## src/hdl/nwa_pkg.sv

```systemverilog
// Shared constants and control types of the grammar word acceptor.
`timescale 1ns / 1ps

package nwa_pkg;

	localparam int DEF_NUM_NONTERMINALS = 26;
	localparam int DEF_NUM_SYMBOLS      = 26;
	localparam int FIELD_W              = 5;

	localparam logic FUNC_RULE   = 1'b0;
	localparam logic FUNC_SYMBOL = 1'b1;

	// Controller to datapath.
	typedef struct packed {
		logic clr_step;
		logic capture;
		logic rule_wr;
		logic scan_step;
		logic finish;
	} nwa_cmd_t;

	// Datapath to controller.
	typedef struct packed {
		logic clr_last;
		logic item_symbol;
		logic item_rule_ok;
		logic scan_last;
		logic word_last;
		logic out_busy;
	} nwa_stat_t;

endpackage

```

## src/hdl/nwa_ctrl.sv

```systemverilog
// Sequencer of the word acceptor: clearing pass, rule update and state-set scan.
`timescale 1ns / 1ps

module nwa_ctrl
	import nwa_pkg::*;
(
	input  logic      clk,
	input  logic      arst_n,
	input  logic      item_valid,
	output logic      item_ready,
	input  nwa_stat_t stat,
	output nwa_cmd_t  cmd
);

	typedef enum logic [2:0] {
		ST_CLEAR,
		ST_IDLE,
		ST_RULE_RD,
		ST_RULE_WR,
		ST_SCAN,
		ST_DRAIN,
		ST_FINISH
	} state_t;

	state_t state_q;
	state_t state_d;
	logic   accept;

	assign accept     = (state_q == ST_IDLE) && item_valid;
	assign item_ready = (state_q == ST_IDLE);

	always_comb begin
		state_d       = state_q;
		cmd           = '0;
		cmd.capture   = accept;
		unique case (state_q)
			ST_CLEAR: begin
				cmd.clr_step = 1'b1;
				if (stat.clr_last) begin
					state_d = ST_IDLE;
				end
			end
			ST_IDLE: begin
				if (accept) begin
					if (stat.item_symbol) begin
						state_d = ST_SCAN;
					end else if (stat.item_rule_ok) begin
						state_d = ST_RULE_RD;
					end
				end
			end
			ST_RULE_RD: begin
				state_d = ST_RULE_WR;
			end
			ST_RULE_WR: begin
				cmd.rule_wr = 1'b1;
				state_d     = ST_IDLE;
			end
			ST_SCAN: begin
				cmd.scan_step = 1'b1;
				if (stat.scan_last) begin
					state_d = ST_DRAIN;
				end
			end
			ST_DRAIN: begin
				state_d = ST_FINISH;
			end
			ST_FINISH: begin
				if (!(stat.word_last && stat.out_busy)) begin
					cmd.finish = 1'b1;
					state_d    = ST_IDLE;
				end
			end
			default: begin
				state_d = ST_IDLE;
			end
		endcase
	end

	always_ff @(posedge clk or negedge arst_n) begin
		if (!arst_n) begin
			state_q <= ST_CLEAR;
		end else begin
			state_q <= state_d;
		end
	end

`ifndef ASSERT_OFF
	a_clear_blocks_items: assert property (@(posedge clk) disable iff (!arst_n)
		(state_q == ST_CLEAR) |-> !item_ready)
		else $error("item taken during clearing pass");
	a_scan_ends_in_drain: assert property (@(posedge clk) disable iff (!arst_n)
		(state_q == ST_SCAN && stat.scan_last) |=> (state_q == ST_DRAIN))
		else $error("scan did not hand over to drain");
	a_rule_write_after_read: assert property (@(posedge clk) disable iff (!arst_n)
		cmd.rule_wr |-> ($past(state_q) == ST_RULE_RD))
		else $error("rule write without preceding read");
`endif

endmodule

```

## config.mk

```make
export PLATFORM = sky130hd
export DESIGN_NAME = nwa_ctrl
export DESIGN_NICKNAME = d
export VERILOG_FILES = /design/src/hdl/nwa_pkg.sv /design/src/hdl/nwa_ctrl.sv
export SDC_FILE = /design/constraint.sdc
export NUM_CORES = 1
export LEC_CHECK = 0
export BUFFER_PORTS_ARGS = -buffer_cell sky130_fd_sc_hd__buf_2
export CAP_MARGIN = 20
export CORE_AREA = 5 5 42 44
export CTS_CLUSTER_DIAMETER = 200
export DETAILED_ROUTE_END_ITERATION = 7
export DIE_AREA = 0 0 47 49
export SLEW_MARGIN = 40
export SYNTH_ARGS = -nofsm -noshare
export SYNTH_HDL_FRONTEND = slang
export SYNTH_SLANG_ARGS = --single-unit
```

## constraint.sdc

```tcl
create_clock -name clk -period 1.2 [get_ports clk]
set_input_delay 0.24 -clock clk [delete_from_list [all_inputs] [get_ports clk]]
set_output_delay 0.24 -clock clk [all_outputs]
set_load 0.01 [all_outputs]
```

==> impl_metrics.ini <==
[finish]
multi_input_area_sq_um = 143
regArea_sq_um = 78.8
layout_common_cells = buf_2, buf_4, nand2_1, clkbuf_4, dfrtp_2
top_regs = state_q: 3 flops
final_common_cell = buf_2
diodes = 0
area_delta_synth_final_pct = 68.7
top_register = state_q
num-nets-final = 60
layout-drive-gt1-share_pct = 56.0
fillers = 155
largest_reg_flops = 3
final_util_pct = 29.4
layoutNonFillerInstCount = 66

[yosys]
ys_types = 22
syn_avg_cell_area_sq_um = 8.71
synth_nets = 37
synthesis.area_sq_um = 244
async_flop_share_pct = 100
synth_cells = 28
synth_ff_type = dfrtp_1
yosysWarnings = 0
ys_ff_latch = 3
synth_edf_count = 0
yosysSeqAreaShare_pct = 30.8

[critical_path]
reg2reg_depth = 4
worst_ep_required_time_ns = 0.96
r2r_setup_slack_ns = -0.03
r2r_start = state_q[2]
arrival_ns = 1.13
start_kind = register
critPathMaxFanout = 6
cp-end-kind = output port
critical_path_class = register to output port
r2r-end = state_q[0]

[die]
die_x_um = 47
fp.dieH_um = 49
core_sq_mm = 0.00140
rows = 14
initial_core_util_pct = 17.4
io_pins = 15
dieArea_sq_mm = 0.00230

[clock_network]
cts_tree = yes
cts-buffers-inserted = 3
cts_root_buf = clkbuf_4
insertion_delay_ns = 0.23
cts_sinks = 3
cts_buffer_depth = 2
clk_pin_slew_ns = 0.04
htree_levels = 1

[min_path]
min_path_cells = 2
holdCritPathClass = input pin to register
worstHoldStart = stat[4]
hold-path-endpoint = state_q[2]

[power_and_ir_drop]
leakage_nw = 0.204
report.power.total_mw = 1.01
power.density_mw_per_mm2 = 2460
irDropWorstVdd_mv = 0.511

[timing]
finalSetupTns_ns = -0.821
slew_violations = 0
min_period_ns = 1.37
final_hold_viol_count = 0
fin_crit_sh_pct = 115
finClkSkew_ns = 0.00326
fmax_mhz = 727
relSlewSlack_pct = 83.9
fin_ws_ns = -0.175
tightestPinTransition_ns = 0.239
setup_viol = 7
rsz0062_at_grt = yes

[outcome]
status = complete, but fails checks
violations = negative setup slack

[place]
dp_cells = 56
dp_slack_ns = -0.00619
hpwl_um = 487
gp_congestion = 0.645
portBuffers = 14

[grt]
grt-ovfl-total = 0
grt_start_max_net_pins = 9
antenna_found_initial = 0
grt_pass1_vias = 280
grtUsageTotal_pct = 7.62
grt_pass1_wl_um = 1190

[routing]
dr.pass1.iters = 4
wl_per_cell_um = 10.4
antenna_left = 0
drtIter0Drc = 5
route.detailed.drc = 0
vias = 285
totalWireLength_um = 688
drt-vias-per-instance = 4.32

[flow_run]
cap_violations = 0
==> synthesized netlist by cell type (2+ instances only) <==
library cell | count | share of area [%]
buf_2 | 2 | 4.1
o21ai_0 | 2 | 4.1
dfrtp_1 | 3 | 31
nand2_1 | 3 | 4.6
==> worst max-delay path by stage <==
stage | start | to | slack [ns] | depth (start not counted)
4_1_cts | state_q[2] | cmd[3] | -0.18 | 3
3_5_place_dp | state_q[2] | cmd[3] | -0.006 | 3
5_1_grt | state_q[1] | cmd[3] | -0.22 | 3
3_3_place_gp | state_q[2] | cmd[3] | 0.02 | 3
6_report | state_q[1] | cmd[3] | -0.17 | 3
2_1_floorplan | state_q[2] | cmd[3] | -0.02 | 4
==> cell type report <==
type                       instances  share of cell area, %
clock buffer                       4                   6.38
timing repair buffer              22                   34.0
tap                               16                   4.86
inverter                           1                  0.912
multi-input combinational         20                   34.7
sequential                         3                   19.1
==> per-stage QoR <==
step                      hold WS [ns]  area [sq um]
final                            0.285           412
after floorplan                -0.0556           256
after global placement          0.0382           327
after global routing             0.306           412
after CTS                        0.279           400
after detailed placement        0.0398           327
==> cell families (layout without fill, tap and decap cells) <==
kind of cell | Yosys count | count (layout) | synth area share [%]
AO/OA/AOI/OAI | 7 | 7 | 20.5
buffers and inverters | 5 | 27 | 13.3
flip-flops | 3 | 3 | 30.8
multiplexers | 1 | 1 | 4.10
AND/OR/NAND/NOR | 12 | 12 | 31.3
==> metal layers <==
metal / routed length, um / vias to the layer above / global-route usage [%]
met5: 0 / - / 0
met4: 40 / 0 / 8.29
met3: 46 / 4 / 2.58
met2: 314 / 9 / 9.95
met1: 286 / 126 / 8.61
li1: - / 146 / -
==> power by group <==
group	internal, mW	total, mW	switching [mW]	leakage, nW
sequential	0.159	0.255	0.0957	0.0331
clock	0.125	0.178	0.0530	0.0150
combinational	0.358	0.581	0.223	0.156
total	0.642	1.01	0.372	0.204
==> worst max-delay path: stages, from the launching register on <==
cell and delay (ns):
dfrtp_2 0.44, nor3b_4 0.20, and2_1 0.13, buf_2 0.12
==> repair_timing <==
item / 4_1_cts / 5_1_grt
setup endpoints to repair: 6 / 9
hold buffers: 1 / 0
hold endpoints to repair: 3 / 0
resized for setup: 4 / 1
pin swaps: 3 / 2
setup buffers: 4 / 1
Power figures use the tool's default switching activity.
